==> config.mk <==
export PLATFORM = sky130hd
export DESIGN_NAME = matrix_multiply_engine
export DESIGN_NICKNAME = d
export VERILOG_FILES = /design/src/mme_pkg.sv /design/src/mme_ram.sv /design/src/mme_ctrl.sv /design/src/mme_dpath.sv /design/src/matrix_multiply_engine.sv
export SDC_FILE = /design/constraint.sdc
export NUM_CORES = 2
export LEC_CHECK = 0
export BUFFER_PORTS_ARGS = -buffer_cell sky130_fd_sc_hd__buf_4
export CELL_PAD_IN_SITES_DETAIL_PLACEMENT = 0
export CELL_PAD_IN_SITES_GLOBAL_PLACEMENT = 1
export CORE_UTILIZATION = 55
export CTS_BUF_LIST = sky130_fd_sc_hd__clkbuf_16
export DETAILED_ROUTE_END_ITERATION = 12
export HOLD_SLACK_MARGIN = 0.02
export PLACE_DENSITY = 0.85
export SETUP_SLACK_MARGIN = 0.3
export SLEW_MARGIN = 15
export SYNTH_ARGS = -nofsm -noshare
export SYNTH_HDL_FRONTEND = slang
export SYNTH_HIERARCHICAL = 1
export SYNTH_SLANG_ARGS = --single-unit
==> constraint.sdc <==
create_clock -name clk -period 8.1 [get_ports clk]
set_input_delay 0.405 -clock clk [delete_from_list [all_inputs] [get_ports clk]]
set_output_delay 0.405 -clock clk [all_outputs]
set_load 0.05 [all_outputs]
==> src/mme_pkg.sv <==
// Shared constants, opcodes, register indexes and control structs of the matrix multiply engine.
`default_nettype none

package mme_pkg;

	// Default sizes handed to the top level parameters
	localparam int DEF_MAX_DIM       = 8;
	localparam int DEF_ELEMENT_WIDTH = 16;

	// Fixed field widths of the item and result words
	localparam int OPCODE_W = 2;
	localparam int INDEX_W  = 6;
	localparam int VALUE_W  = 16;
	localparam int SUM_W    = 35;
	localparam int CFG_W    = 4;

	// Configuration port
	localparam int APB_DATA_W = 32;
	localparam int APB_ADDR_W = 4;

	// Input opcodes
	localparam logic [OPCODE_W-1:0] OP_WRITE_A = 2'd0;
	localparam logic [OPCODE_W-1:0] OP_WRITE_B = 2'd1;
	localparam logic [OPCODE_W-1:0] OP_COMPUTE = 2'd2;

	// Register indexes (byte address is 4 * index)
	localparam logic [1:0] REG_ROWS  = 2'd0;
	localparam logic [1:0] REG_INNER = 2'd1;
	localparam logic [1:0] REG_COLS  = 2'd2;

	localparam logic [CFG_W-1:0] DIM_RESET = 4'd8;

	// Controller to datapath commands
	typedef struct packed {
		logic wr_a;        // write element into A store
		logic wr_b;        // write element into B store
		logic issue;       // read one A/B term pair
		logic first_term;  // term starts a new sum
		logic last_term;   // term closes the sum
		logic last_item;   // closing sum is the last C element
	} mme_cmd_t;

	// Datapath to controller status
	typedef struct packed {
		logic pipe_busy;   // terms still in the read/multiply stages
		logic out_full;    // output register holds a word
	} mme_status_t;

endpackage

`default_nettype wire

==> src/mme_ram.sv <==
// Generic single-port-write, single-port-read RAM with registered read data.
`default_nettype none

module mme_ram #(
	parameter int WIDTH = 16,
	parameter int DEPTH = 64
) (
	input  wire logic                     clk,
	input  wire logic                     we,
	input  wire logic [$clog2(DEPTH)-1:0] waddr,
	input  wire logic [WIDTH-1:0]         wdata,
	input  wire logic                     re,
	input  wire logic [$clog2(DEPTH)-1:0] raddr,
	output      logic [WIDTH-1:0]         rdata
);

	logic [WIDTH-1:0] mem_q [DEPTH];
	logic [WIDTH-1:0] rdata_q;

	// Write port
	always_ff @(posedge clk) begin
		if (we) begin
			mem_q[waddr] <= wdata;
		end
	end

	// Registered read port
	always_ff @(posedge clk) begin
		if (re) begin
			rdata_q <= mem_q[raddr];
		end
	end

	assign rdata = rdata_q;

endmodule

`default_nettype wire

==> src/mme_ctrl.sv <==
// Controller: item handshake, loop counters over i, j, k and store address generation.
`default_nettype none

module mme_ctrl #(
	parameter int MAX_DIM = 8
) (
	input  wire logic                                 clk,
	input  wire logic                                 arst_n,
	input  wire logic                                 item_valid,
	output      logic                                 item_stall,
	input  wire logic [mme_pkg::OPCODE_W-1:0]         opcode,
	input  wire logic [mme_pkg::INDEX_W-1:0]          element_index,
	input  wire logic [mme_pkg::CFG_W-1:0]            rows_cfg,
	input  wire logic [mme_pkg::CFG_W-1:0]            inner_cfg,
	input  wire logic [mme_pkg::CFG_W-1:0]            cols_cfg,
	output      mme_pkg::mme_cmd_t                    cmd,
	output      logic [$clog2(MAX_DIM*MAX_DIM)-1:0]   a_addr,
	output      logic [$clog2(MAX_DIM*MAX_DIM)-1:0]   b_addr,
	input  wire mme_pkg::mme_status_t                 status
);

	import mme_pkg::*;

	localparam int DEPTH = MAX_DIM * MAX_DIM;
	localparam int AW    = $clog2(DEPTH);
	localparam int DW    = $clog2(MAX_DIM + 1);
	localparam int CW    = $clog2(MAX_DIM);

	localparam logic [1:0] ST_IDLE  = 2'd0;
	localparam logic [1:0] ST_ISSUE = 2'd1;
	localparam logic [1:0] ST_WAIT  = 2'd2;

	logic [1:0]    state_q;
	logic [CW-1:0] i_q, j_q, k_q;
	logic [AW-1:0] a_base_q, a_addr_q, b_addr_q;
	logic          done_q;

	logic [DW-1:0] rows, inner, cols;
	logic          item_accept, idx_ok;
	logic          last_k, last_j, last_i, drained;

	// Register value 0 acts as 1, above MAX_DIM acts as MAX_DIM
	function automatic logic [DW-1:0] clamp_dim(input logic [CFG_W-1:0] v);
		logic [DW-1:0] r;
		if (v == '0) begin
			r = DW'(1);
		end else if (v > CFG_W'(MAX_DIM)) begin
			r = DW'(MAX_DIM);
		end else begin
			r = v[DW-1:0];
		end
		return r;
	endfunction

	assign rows  = clamp_dim(rows_cfg);
	assign inner = clamp_dim(inner_cfg);
	assign cols  = clamp_dim(cols_cfg);

	// Input handshake and store writes
	assign item_stall  = (state_q != ST_IDLE);
	assign item_accept = item_valid && !item_stall;
	assign idx_ok      = {1'b0, element_index} < (INDEX_W + 1)'(DEPTH);

	// Loop end flags
	assign last_k = (DW'(k_q) == inner - DW'(1));
	assign last_j = (DW'(j_q) == cols - DW'(1));
	assign last_i = (DW'(i_q) == rows - DW'(1));

	// Next element may start once the pipeline and output word are clear;
	// after the last element only the pipeline has to empty
	assign drained = done_q ? !status.pipe_busy : (!status.pipe_busy && !status.out_full);

	always_comb begin
		cmd            = '0;
		cmd.wr_a       = item_accept && (opcode == OP_WRITE_A) && idx_ok;
		cmd.wr_b       = item_accept && (opcode == OP_WRITE_B) && idx_ok;
		cmd.issue      = (state_q == ST_ISSUE);
		cmd.first_term = (k_q == '0);
		cmd.last_term  = last_k;
		cmd.last_item  = last_k && last_j && last_i;
	end

	assign a_addr = a_addr_q;
	assign b_addr = b_addr_q;

	// Sequencer: walk k per cycle, then j, then i
	always_ff @(posedge clk or negedge arst_n) begin
		if (!arst_n) begin
			state_q  <= ST_IDLE;
			i_q      <= '0;
			j_q      <= '0;
			k_q      <= '0;
			a_base_q <= '0;
			a_addr_q <= '0;
			b_addr_q <= '0;
			done_q   <= 1'b0;
		end else begin
			case (state_q)
				ST_IDLE: begin
					if (item_accept && (opcode == OP_COMPUTE)) begin
						i_q      <= '0;
						j_q      <= '0;
						k_q      <= '0;
						a_base_q <= '0;
						a_addr_q <= '0;
						b_addr_q <= '0;
						done_q   <= 1'b0;
						state_q  <= ST_WAIT;
					end
				end
				ST_ISSUE: begin
					if (!last_k) begin
						k_q      <= k_q + CW'(1);
						a_addr_q <= a_addr_q + AW'(1);
						b_addr_q <= b_addr_q + AW'(cols);
					end else begin
						k_q     <= '0;
						state_q <= ST_WAIT;
						if (last_i && last_j) begin
							done_q <= 1'b1;
						end
						if (last_j) begin
							j_q      <= '0;
							i_q      <= i_q + CW'(1);
							a_base_q <= a_base_q + AW'(inner);
							a_addr_q <= a_base_q + AW'(inner);
							b_addr_q <= '0;
						end else begin
							j_q      <= j_q + CW'(1);
							a_addr_q <= a_base_q;
							b_addr_q <= AW'(j_q) + AW'(1);
						end
					end
				end
				ST_WAIT: begin
					if (drained) begin
						state_q <= done_q ? ST_IDLE : ST_ISSUE;
					end
				end
				default: begin
					state_q <= ST_IDLE;
				end
			endcase
		end
	end

	// A sum is only started with an empty output word
	a_issue_out_empty: assert property (@(posedge clk) disable iff (!arst_n)
		(state_q == ST_ISSUE) |-> !status.out_full)
		else $error("term issued while output word still full");

	a_cmd_exclusive: assert property (@(posedge clk) disable iff (!arst_n)
		$onehot0({cmd.wr_a, cmd.wr_b, cmd.issue}))
		else $error("store write overlaps term issue");

	a_k_in_range: assert property (@(posedge clk) disable iff (!arst_n)
		(state_q == ST_ISSUE) |-> (DW'(k_q) < inner))
		else $error("inner counter ran past inner dimension");

endmodule

`default_nettype wire

==> src/mme_dpath.sv <==
// Datapath: A and B stores, multiply stage, accumulator and output word register.
`default_nettype none

module mme_dpath #(
	parameter int MAX_DIM       = 8,
	parameter int ELEMENT_WIDTH = 16
) (
	input  wire logic                                 clk,
	input  wire logic                                 arst_n,
	input  wire mme_pkg::mme_cmd_t                    cmd,
	input  wire logic [$clog2(MAX_DIM*MAX_DIM)-1:0]   a_addr,
	input  wire logic [$clog2(MAX_DIM*MAX_DIM)-1:0]   b_addr,
	input  wire logic [mme_pkg::INDEX_W-1:0]          element_index,
	input  wire logic signed [mme_pkg::VALUE_W-1:0]   element_value,
	output      logic                                 result_valid,
	input  wire logic                                 result_stall,
	output      logic signed [mme_pkg::SUM_W-1:0]     product_sum,
	output      logic                                 last_element,
	output      mme_pkg::mme_status_t                 status
);

	import mme_pkg::*;

	localparam int DEPTH = MAX_DIM * MAX_DIM;
	localparam int AW    = $clog2(DEPTH);
	localparam int EW    = ELEMENT_WIDTH;
	localparam int PW    = 2 * EW;

	logic [EW-1:0]        wdata;
	logic [AW-1:0]        waddr;
	logic [EW-1:0]        a_rd, b_rd;

	logic                 valid_s1, first_s1, last_s1, last_item_s1;
	logic                 valid_s2, first_s2, last_s2, last_item_s2;
	logic signed [PW-1:0] prod_s2;
	logic [SUM_W-1:0]     prod_ext, sum;
	logic [SUM_W-1:0]     acc_q, out_sum_q;
	logic                 out_valid_q, out_last_q;

	// Store word: low bits of the value, zero-filled above 16 bits
	generate
		if (EW <= VALUE_W) begin : g_wnarrow
			assign wdata = element_value[EW-1:0];
		end else begin : g_wwide
			assign wdata = {{(EW - VALUE_W){1'b0}}, element_value};
		end
	endgenerate

	assign waddr = element_index[AW-1:0];

	mme_ram #(.WIDTH(EW), .DEPTH(DEPTH)) u_ram_a (
		.clk   (clk),
		.we    (cmd.wr_a),
		.waddr (waddr),
		.wdata (wdata),
		.re    (cmd.issue),
		.raddr (a_addr),
		.rdata (a_rd)
	);

	mme_ram #(.WIDTH(EW), .DEPTH(DEPTH)) u_ram_b (
		.clk   (clk),
		.we    (cmd.wr_b),
		.waddr (waddr),
		.wdata (wdata),
		.re    (cmd.issue),
		.raddr (b_addr),
		.rdata (b_rd)
	);

	// Stage 1 tags ride alongside the registered RAM reads
	always_ff @(posedge clk or negedge arst_n) begin
		if (!arst_n) begin
			valid_s1 <= 1'b0;
		end else begin
			valid_s1 <= cmd.issue;
		end
	end

	always_ff @(posedge clk) begin
		first_s1     <= cmd.first_term;
		last_s1      <= cmd.last_term;
		last_item_s1 <= cmd.last_item;
	end

	// Stage 2: signed product
	always_ff @(posedge clk or negedge arst_n) begin
		if (!arst_n) begin
			valid_s2 <= 1'b0;
		end else begin
			valid_s2 <= valid_s1;
		end
	end

	always_ff @(posedge clk) begin
		prod_s2      <= PW'($signed(a_rd)) * PW'($signed(b_rd));
		first_s2     <= first_s1;
		last_s2      <= last_s1;
		last_item_s2 <= last_item_s1;
	end

	// Fit the product to the sum width (sign-extend or wrap)
	generate
		if (PW >= SUM_W) begin : g_pwide
			assign prod_ext = prod_s2[SUM_W-1:0];
		end else begin : g_pnarrow
			assign prod_ext = {{(SUM_W - PW){prod_s2[PW-1]}}, prod_s2};
		end
	endgenerate

	assign sum = first_s2 ? prod_ext : (acc_q + prod_ext);

	// Accumulator
	always_ff @(posedge clk) begin
		if (valid_s2) begin
			acc_q <= sum;
		end
	end

	// Output word register
	always_ff @(posedge clk or negedge arst_n) begin
		if (!arst_n) begin
			out_valid_q <= 1'b0;
		end else if (valid_s2 && last_s2) begin
			out_valid_q <= 1'b1;
		end else if (out_valid_q && !result_stall) begin
			out_valid_q <= 1'b0;
		end
	end

	always_ff @(posedge clk) begin
		if (valid_s2 && last_s2) begin
			out_sum_q  <= sum;
			out_last_q <= last_item_s2;
		end
	end

	assign result_valid = out_valid_q;
	assign product_sum  = $signed(out_sum_q);
	assign last_element = out_last_q;

	assign status.pipe_busy = valid_s1 || valid_s2;
	assign status.out_full  = out_valid_q;

	// A finished sum never lands on a word not yet taken
	a_no_overwrite: assert property (@(posedge clk) disable iff (!arst_n)
		(valid_s2 && last_s2) |-> !out_valid_q)
		else $error("finished sum overwrote pending output word");

	// Terms of one sum arrive in consecutive cycles
	a_terms_contiguous: assert property (@(posedge clk) disable iff (!arst_n)
		(valid_s2 && !first_s2) |-> $past(valid_s2))
		else $error("gap inside an accumulation");

	// Nothing follows the last element of a run
	a_last_item_alone: assert property (@(posedge clk) disable iff (!arst_n)
		(valid_s2 && last_item_s2) |-> !valid_s1)
		else $error("term in flight behind the last element");

endmodule

`default_nettype wire

==> src/matrix_multiply_engine.sv <==
// Top level of the matrix multiply engine: configuration registers, controller and datapath.
`default_nettype none

// Computes C = A * B for A of rows_used x inner_used and B of inner_used x cols_used
// (each 1..MAX_DIM, 0 acts as 1, larger values act as MAX_DIM). Opcode 0 and 1 words
// write one element of A or B at a row-major index; an index of MAX_DIM*MAX_DIM or
// more is dropped, and opcode 3 is dropped. An opcode 2 word emits rows*cols sums in
// row-major order, last_element marking the final one; input is stalled until the
// final sum sits in the output register. For each C element both stores are read
// for one term per cycle; the next element starts reading only once the read,
// multiply and accumulate stages have drained and the output word has been taken.
// Elements are signed Q8.8, sums are exact signed Q19.16.
// Registers (APB, byte address 4*i): rows_used, inner_used, cols_used, reset 8.
// Stores are not cleared at reset; every element used must be written first.

module matrix_multiply_engine #(
	parameter int MAX_DIM       = mme_pkg::DEF_MAX_DIM,
	parameter int ELEMENT_WIDTH = mme_pkg::DEF_ELEMENT_WIDTH
) (
	input  wire logic                                   clk,
	input  wire logic                                   arst_n,
	// configuration port
	input  wire logic                                   psel,
	input  wire logic                                   penable,
	input  wire logic                                   pwrite,
	input  wire logic [mme_pkg::APB_ADDR_W-1:0]         paddr,
	input  wire logic [mme_pkg::APB_DATA_W-1:0]         pwdata,
	output      logic [mme_pkg::APB_DATA_W-1:0]         prdata,
	output      logic                                   pready,
	// item channel
	input  wire logic                                   item_valid,
	output      logic                                   item_stall,
	input  wire logic [mme_pkg::OPCODE_W-1:0]           opcode,
	input  wire logic [mme_pkg::INDEX_W-1:0]            element_index,
	input  wire logic signed [mme_pkg::VALUE_W-1:0]     element_value,
	// result channel
	output      logic                                   result_valid,
	input  wire logic                                   result_stall,
	output      logic signed [mme_pkg::SUM_W-1:0]       product_sum,
	output      logic                                   last_element
);

	import mme_pkg::*;

	localparam int AW = $clog2(MAX_DIM * MAX_DIM);

	logic [CFG_W-1:0] rows_q, inner_q, cols_q;
	logic             cfg_write;
	logic [1:0]       reg_idx;
	mme_cmd_t         cmd;
	mme_status_t      status;
	logic [AW-1:0]    a_addr, b_addr;

	// Register file
	assign pready    = 1'b1;
	assign cfg_write = psel && penable && pwrite && pready;
	assign reg_idx   = paddr[3:2];

	always_ff @(posedge clk or negedge arst_n) begin
		if (!arst_n) begin
			rows_q  <= DIM_RESET;
			inner_q <= DIM_RESET;
			cols_q  <= DIM_RESET;
		end else if (cfg_write) begin
			case (reg_idx)
				REG_ROWS:  rows_q  <= pwdata[CFG_W-1:0];
				REG_INNER: inner_q <= pwdata[CFG_W-1:0];
				REG_COLS:  cols_q  <= pwdata[CFG_W-1:0];
				default: begin
				end
			endcase
		end
	end

	// Read back
	always_comb begin
		case (reg_idx)
			REG_ROWS:  prdata = APB_DATA_W'(rows_q);
			REG_INNER: prdata = APB_DATA_W'(inner_q);
			REG_COLS:  prdata = APB_DATA_W'(cols_q);
			default:   prdata = '0;
		endcase
	end

	mme_ctrl #(.MAX_DIM(MAX_DIM)) u_ctrl (
		.clk           (clk),
		.arst_n        (arst_n),
		.item_valid    (item_valid),
		.item_stall    (item_stall),
		.opcode        (opcode),
		.element_index (element_index),
		.rows_cfg      (rows_q),
		.inner_cfg     (inner_q),
		.cols_cfg      (cols_q),
		.cmd           (cmd),
		.a_addr        (a_addr),
		.b_addr        (b_addr),
		.status        (status)
	);

	mme_dpath #(.MAX_DIM(MAX_DIM), .ELEMENT_WIDTH(ELEMENT_WIDTH)) u_dpath (
		.clk           (clk),
		.arst_n        (arst_n),
		.cmd           (cmd),
		.a_addr        (a_addr),
		.b_addr        (b_addr),
		.element_index (element_index),
		.element_value (element_value),
		.result_valid  (result_valid),
		.result_stall  (result_stall),
		.product_sum   (product_sum),
		.last_element  (last_element),
		.status        (status)
	);

endmodule

`default_nettype wire
After elaboration in Yosys (flattened, before gate mapping)

Memory sizes are Yosys's and may differ from the RTL's. A register that Yosys moved wholly into a read port is not among the register bits.
Index checks and enable logic that the tools add are counted.

Add/subtract/negate cells: 11
Multiply operators: 1
Magnitude comparators: 3
Eq/ne operators: 14
Mux-type cells: 42
Reductions and logical operators: 35

Operators with widths:

| cell                                                                   | count |
|---|---|
| 6-bit two-way mux                                                      | 6 |
| 6-bit one-hot mux with 2 select lines                                  | 3 |
| 35-bit adder                                                           | 1 |
| 35-bit two-way mux                                                     | 1 |
| 16-bit by 16-bit multiplier with 32-bit output                         | 1 |
| 4-bit two-way mux                                                      | 6 |
| 3-bit two-way mux                                                      | 6 |
| 3-bit one-hot mux with 2 select lines                                  | 3 |
| 6-bit by 4-bit adder with 6-bit output                                 | 2 |
| 3-bit by 4-bit equality test with 1-bit output                         | 3 |
| 4-bit > comparator (second input constant)                             | 3 |
| 1-bit logical AND                                                      | 12 |
| 4-bit logical NOT                                                      | 3 |
| 4-bit one-hot mux with 3 select lines                                  | 1 |
| 4-bit by 1-bit subtractor with 4-bit output (second input constant)    | 3 |
| 1-bit two-way mux                                                      | 11 |
| 3-bit by 1-bit adder with 3-bit output (second input constant)         | 3 |
| 2-bit AND reduction                                                    | 4 |
| 4-bit AND reduction                                                    | 2 |
| 6-bit by 1-bit adder with 6-bit output (second input constant)         | 1 |
| 2-bit by 1-bit equality test with 1-bit output (second input constant) | 3 |
| 2-bit equality test (second input constant)                            | 3 |
| 2-bit logical NOT                                                      | 3 |
| 2-bit two-way mux                                                      | 3 |
| other kinds (10)                                                       | 19 |

Register bits after elaboration: 154
RAM bits: 2048
Input port bits: 67
Output and inout bits: 71
Word-level logic and storage cells: 132
Memories: 2

Memories:

| memory                | words | width | read ports | clocked after Yosys merged registers in | write ports | RTL line      | source |
|---|---|---|---|---|---|---|---|
| u_dpath.u_ram_a.mem_q | 64    | 16    | 1          | 1                                       | 1           | mme_ram.sv:17 | `logic [WIDTH-1:0] mem_q [DEPTH];` |
| u_dpath.u_ram_b.mem_q | 64    | 16    | 1          | 1                                       | 1           | mme_ram.sv:17 |  |

Logic depth before layout (Yosys ltp)

Depth after elaboration: 9
Mapped depth: 23
Mapped depth without buffers: 22

By module

The synthesis kept the hierarchy.

By module, submodules not included:

| module                 | instances | cells an instance | area an instance (um2) | sequential area each (um2) |
|---|---|---|---|---|
| mme_ram                | 2         | 1829              | 40202.3                | 31230.0 |
| mme_dpath              | 1         | 1542              | 15129.5                | 2967.8 |
| mme_ctrl               | 1         | 236               | 2308.5                 | 750.7 |
| matrix_multiply_engine | 1         | 73                | 790.8                  | 304.0 |

Worst setup path before layout

Ideal clock, no wire load.

Path kind: flip-flop to flip-flop
Start point: reg u_dpath.u_ram_a.rdata_q[7], in the netlist u_dpath/u_ram_a/rdata[7] (read register of u_dpath.u_ram_a.mem_q)
End point: reg u_dpath.prod_s2[30]
Library setup time: 0.123 ns
Data arrival time: 5.915 ns
Required time: 7.977 ns
Path slack: 2.062 ns
Stages on the path, launching flop included: 22
Path buffers: 1
Clock period less this slack: 6.038 ns
Cell sequence: edfxtp_1 > clkbuf_1 > and2_1 > fa_1 > inv_1 > fa_1 > fa_1 > fa_1 > inv_1 > fa_1 > inv_1 > fa_1 > inv_1 > ha_1 > a21oi_1 > o21ai_1 > a221oi_2 > a211oi_1 > o41a_1 > a311oi_2 > a21oi_1 > xor2_1

Word-level cells in the longest chain between the ends: 1

Ends and longest elaborated chain:

| item                                           | RTL line        | source |
|---|---|---|
| from (decl)                                    | mme_ram.sv:18   | `logic [WIDTH-1:0] rdata_q;` |
| 16-bit by 16-bit multiplier with 32-bit output | mme_dpath.sv:96 | `prod_s2 <= PW'($signed(a_rd)) * PW'($signed(b_rd));` |
| to (signal assigned)                           | mme_dpath.sv:96 |  |
| to (decl)                                      | mme_dpath.sv:35 | `logic signed [PW-1:0] prod_s2;` |

Every way passes these cells.
A chain may end at the register's enable or synchronous reset.

Worst setup path after layout

Start point: reg u_dpath.u_ram_b.rdata_q[4], in the netlist u_dpath/u_ram_b/rdata[4] (read register of u_dpath.u_ram_b.mem_q)
End point: reg u_dpath.prod_s2[30]

Word-level cells in the longest chain between the ends: 1

Ends and longest elaborated chain:

| item                                           | RTL line |
|---|---|
| from (decl)                                    | mme_ram.sv:18 |
| 16-bit by 16-bit multiplier with 32-bit output | mme_dpath.sv:96 |

Every way passes these cells.

==> out/results.txt <==
Die Wd - 425 um
Place WS - 1390 ps
Mapped Cells - 5,509
Share of cells above drive strength 1 - 19.6%
Clock tree root driver cell - clkbuf_16
Most frequent cells in the layout - edfxtp_1 (2,151), mux4_2 (440), inv_1 (353)
Tot GR Track Use - 24.9%
Total Nets Final - 6,151
First-pass GRT wire length - 332 mm
Hold Startpoint - element_value[8]
Post-Syn Area - 98,600 um2
Reg2reg end - u_dpath/prod_s2[30]
Crit path max fanout - 16
Area leader, netlist - edfxtp_1
GR peak layer - met2
R2r startpoint - u_dpath/u_ram_b/rdata[4]
Met1 Track Usage GR - 34.3%
Post-synth top area share - 65.5%
Final setup TNS - 0 ps
Total Routed Length - 223 mm
Post-CTS setup buffer count - 0
Initial DRT Pass Iterations - 6
Synth top area cells - edfxtp_1 (65%), mux4_2 (10%), fa_1 (5.4%)
Commonest non-fill, non-tap cell in the layout - edfxtp_1
Avg Cell Area, Syn - 17.9 um2
Post-route setup slack - 1430 ps
Max Cap Viol - 0
Crit share post-route - 82.3%
Die area - 181,000 um2
Rows - 155
Primary FF master, synth - edfxtp_1
Flops & latches, synth - 2,234
Hold/Removal Path Class - in -> reg
Number of global-route vias before repair - 51,742
Initial drt markers - 5,509
Async set-reset flop share out of synthesis - 2.01%
Pin count of the biggest net entering global routing - 131
I/O pin count - 138
FF-to-FF setup slack - 1430 ps
Max Slew Vio Count - 0
Minimum clock period - 6670 ps
Routed length per instance - 27.1 um
Worst-Skew Late Latency - 870 ps
Met3 Use GR - 4.46%
Hold Vio Cnt, Final - 0
HPWL after detailed placement - 135 mm
IO Port Bufs - 78
Hold EP - u_dpath/u_ram_a/mem_q[31][8]
DRC - 0
Status - finished clean
Skew final - 43.0 ps
Starting Density - 55.3%
CTS H-tree depth - 4
Worst-Margin Slew - 1210 ps
Routability congestion estimate - 0.854
DRT antenna net count - 0
Grt total ovfl - 0
Initial antenna violation count - 6
CTS tree - yes
Clk sinks - 2,234
Setup crit start kind - flop
Post-synth EDFFs - 2,151
Relative slew margins - 19.2%
Critical path required time - 8810 ps
Peak Freq - 150 MHz
Register area share after synthesis - 67.4%
Met2 usage - 40.3%
RSZ-0062 raised after global routing - no
Worst EP arrival - 7380 ps
Ys Warns - 6
CTS buffer count - 211
Endpoint type of the worst setup path - flop
Post-synth cell types - 113
Final setup viols - 0
Max Buffers Root-to-Sink - 3
Setup CP Type - reg -> reg
Core Footprint - 178,000 um2
Vias per inst - 6.21
Vias - 51,108
Clock transition at the registers of the reported paths - 70 ps
# fillers - 12,256
Die Ht - 425 um
Worst hold stages - 1
Worst Reg2Reg Path Length in Cells - 20
Area growth syn-to-layout - 10.2%
-- cell usage after synthesis, types with 8 or more instances --
library cell / count
a211o_1: 18
a211oi_1: 29
a21o_1: 30
a21oi_1: 92
a221o_1: 14
a221oi_1: 32
a22o_1: 14
a22oi_1: 81
a311oi_1: 17
a31oi_1: 25
a41oi_1: 11
and2_1: 134
and3_1: 10
and4_1: 12
buf_12: 10
buf_2: 74
buf_4: 58
buf_6: 35
clkbuf_1: 96
dfrtp_1: 42
dfxtp_1: 38
edfxtp_1: 2151
fa_1: 265
ha_1: 132
inv_1: 323
mux2_2: 68
mux2i_1: 180
mux4_1: 8
mux4_2: 440
nand2_1: 312
nand2b_1: 27
nand3_1: 69
nand4_1: 29
nor2_1: 188
nor2b_1: 71
nor3_1: 21
nor3b_1: 8
o21a_1: 9
o21ai_0: 75
o21ai_1: 17
or2_2: 8
xnor2_1: 45
xor2_1: 25
-- registers in the layout (all words and copies together), names as in the netlist, 3 cells and up --
register,flops
u_dpath/acc_q,35
u_ctrl/b_addr,6
u_ctrl/i_q,3
cols_q,4
rows_q,4
u_ctrl/a_base_q,6
u_dpath/u_ram_a/mem_q,1024
u_dpath/u_ram_b/rdata,16
u_ctrl/a_addr,6
u_dpath/u_ram_b/mem_q,1024
inner_q,4
u_ctrl/j_q,3
u_dpath/product_sum,35
u_dpath/prod_s2,32
u_ctrl/k_q,3
u_dpath/u_ram_a/rdata,16
-- worst max-delay path: stages, from the launching register on --
cell and delay [ps]:
edfxtp_1 670, and2_1 310, fa_1 540, inv_1 50, fa_1 460, fa_1 490, fa_1 550, inv_1 50
fa_1 470, inv_1 50, fa_1 520, inv_1 40, ha_1 370, a21oi_1 160, o21ai_1 110, a221oi_2 320
a211oi_1 190, o41a_1 480, a311oi_2 370, a21oi_1 130, xor2_1 150
-- through the flow --
| stage | hold WS, ps | cell area [um2] | std cells | utilization, % |
|---|---|---|---|---|
| after global placement | 311 | 102000 | 7814 | 57.0 |
| after detailed placement | 321 | 102000 | 7814 | 57.0 |
| after floorplan | 109 | 98700 | 5536 | - |
| after global routing | 74.9 | 109000 | 8225 | 61.0 |
| after CTS | 47.9 | 109000 | 8223 | 61.0 |
| final | 69.0 | 109000 | 8230 | 61.0 |
-- layout make-up --
| type | instances | area [um2] | share of cell area (%) |
|---|---|---|---|
| sequential | 2234 | 66500 | 61.2 |
| multi-input combinational | 2685 | 29300 | 26.9 |
| clock buffer | 211 | 5280 | 4.86 |
| tap | 2355 | 2950 | 2.71 |
| timing repair buffer | 230 | 1860 | 1.71 |
| clock inverter | 184 | 1650 | 1.52 |
| inverter | 325 | 1220 | 1.12 |
| antenna | 6 | 15.0 | 0.0138 |
-- timing repair --
action,in CTS,in global routing
setup endpoints to repair,0,0
hold buffers,14,0
hold endpoints to repair,190,0
resized for setup,0,0
-- worst max-delay path by stage --
stage                                   start                   to  slack [ps]
global placement     u_dpath/u_ram_b/rdata[1]  u_dpath/prod_s2[30]        1420
global route        u_dpath/u_ram_a/rdata[10]  u_dpath/prod_s2[30]        1130
floorplan            u_dpath/u_ram_a/rdata[7]  u_dpath/prod_s2[30]        2060
detailed placement   u_dpath/u_ram_b/rdata[1]  u_dpath/prod_s2[30]        1390
CTS                  u_dpath/u_ram_b/rdata[1]  u_dpath/prod_s2[30]        1370
finish               u_dpath/u_ram_b/rdata[4]  u_dpath/prod_s2[30]        1430
-- logic make-up after synthesis --
logic type	synth area share (%)
XOR/XNOR	0.704
adder cells (fa/ha/maj)	7.05
flip-flops	67.4
buffers and inverters	3.18
AO/OA/AOI/OAI	3.98
AND/OR/NAND/NOR	4.79
other	0.00761
multiplexers	12.9
-- metal layers --
layer  wire length (um)  part of all wire [%]
met4               7420                   3.3
met5                 27                 0.012
met1              87800                    39
met2             109000                    49
met3              19100                   8.5
Power is left out: the tool's default activity adds up to more than one toggle a clock period on the data nets, which glitch-free logic cannot reach.
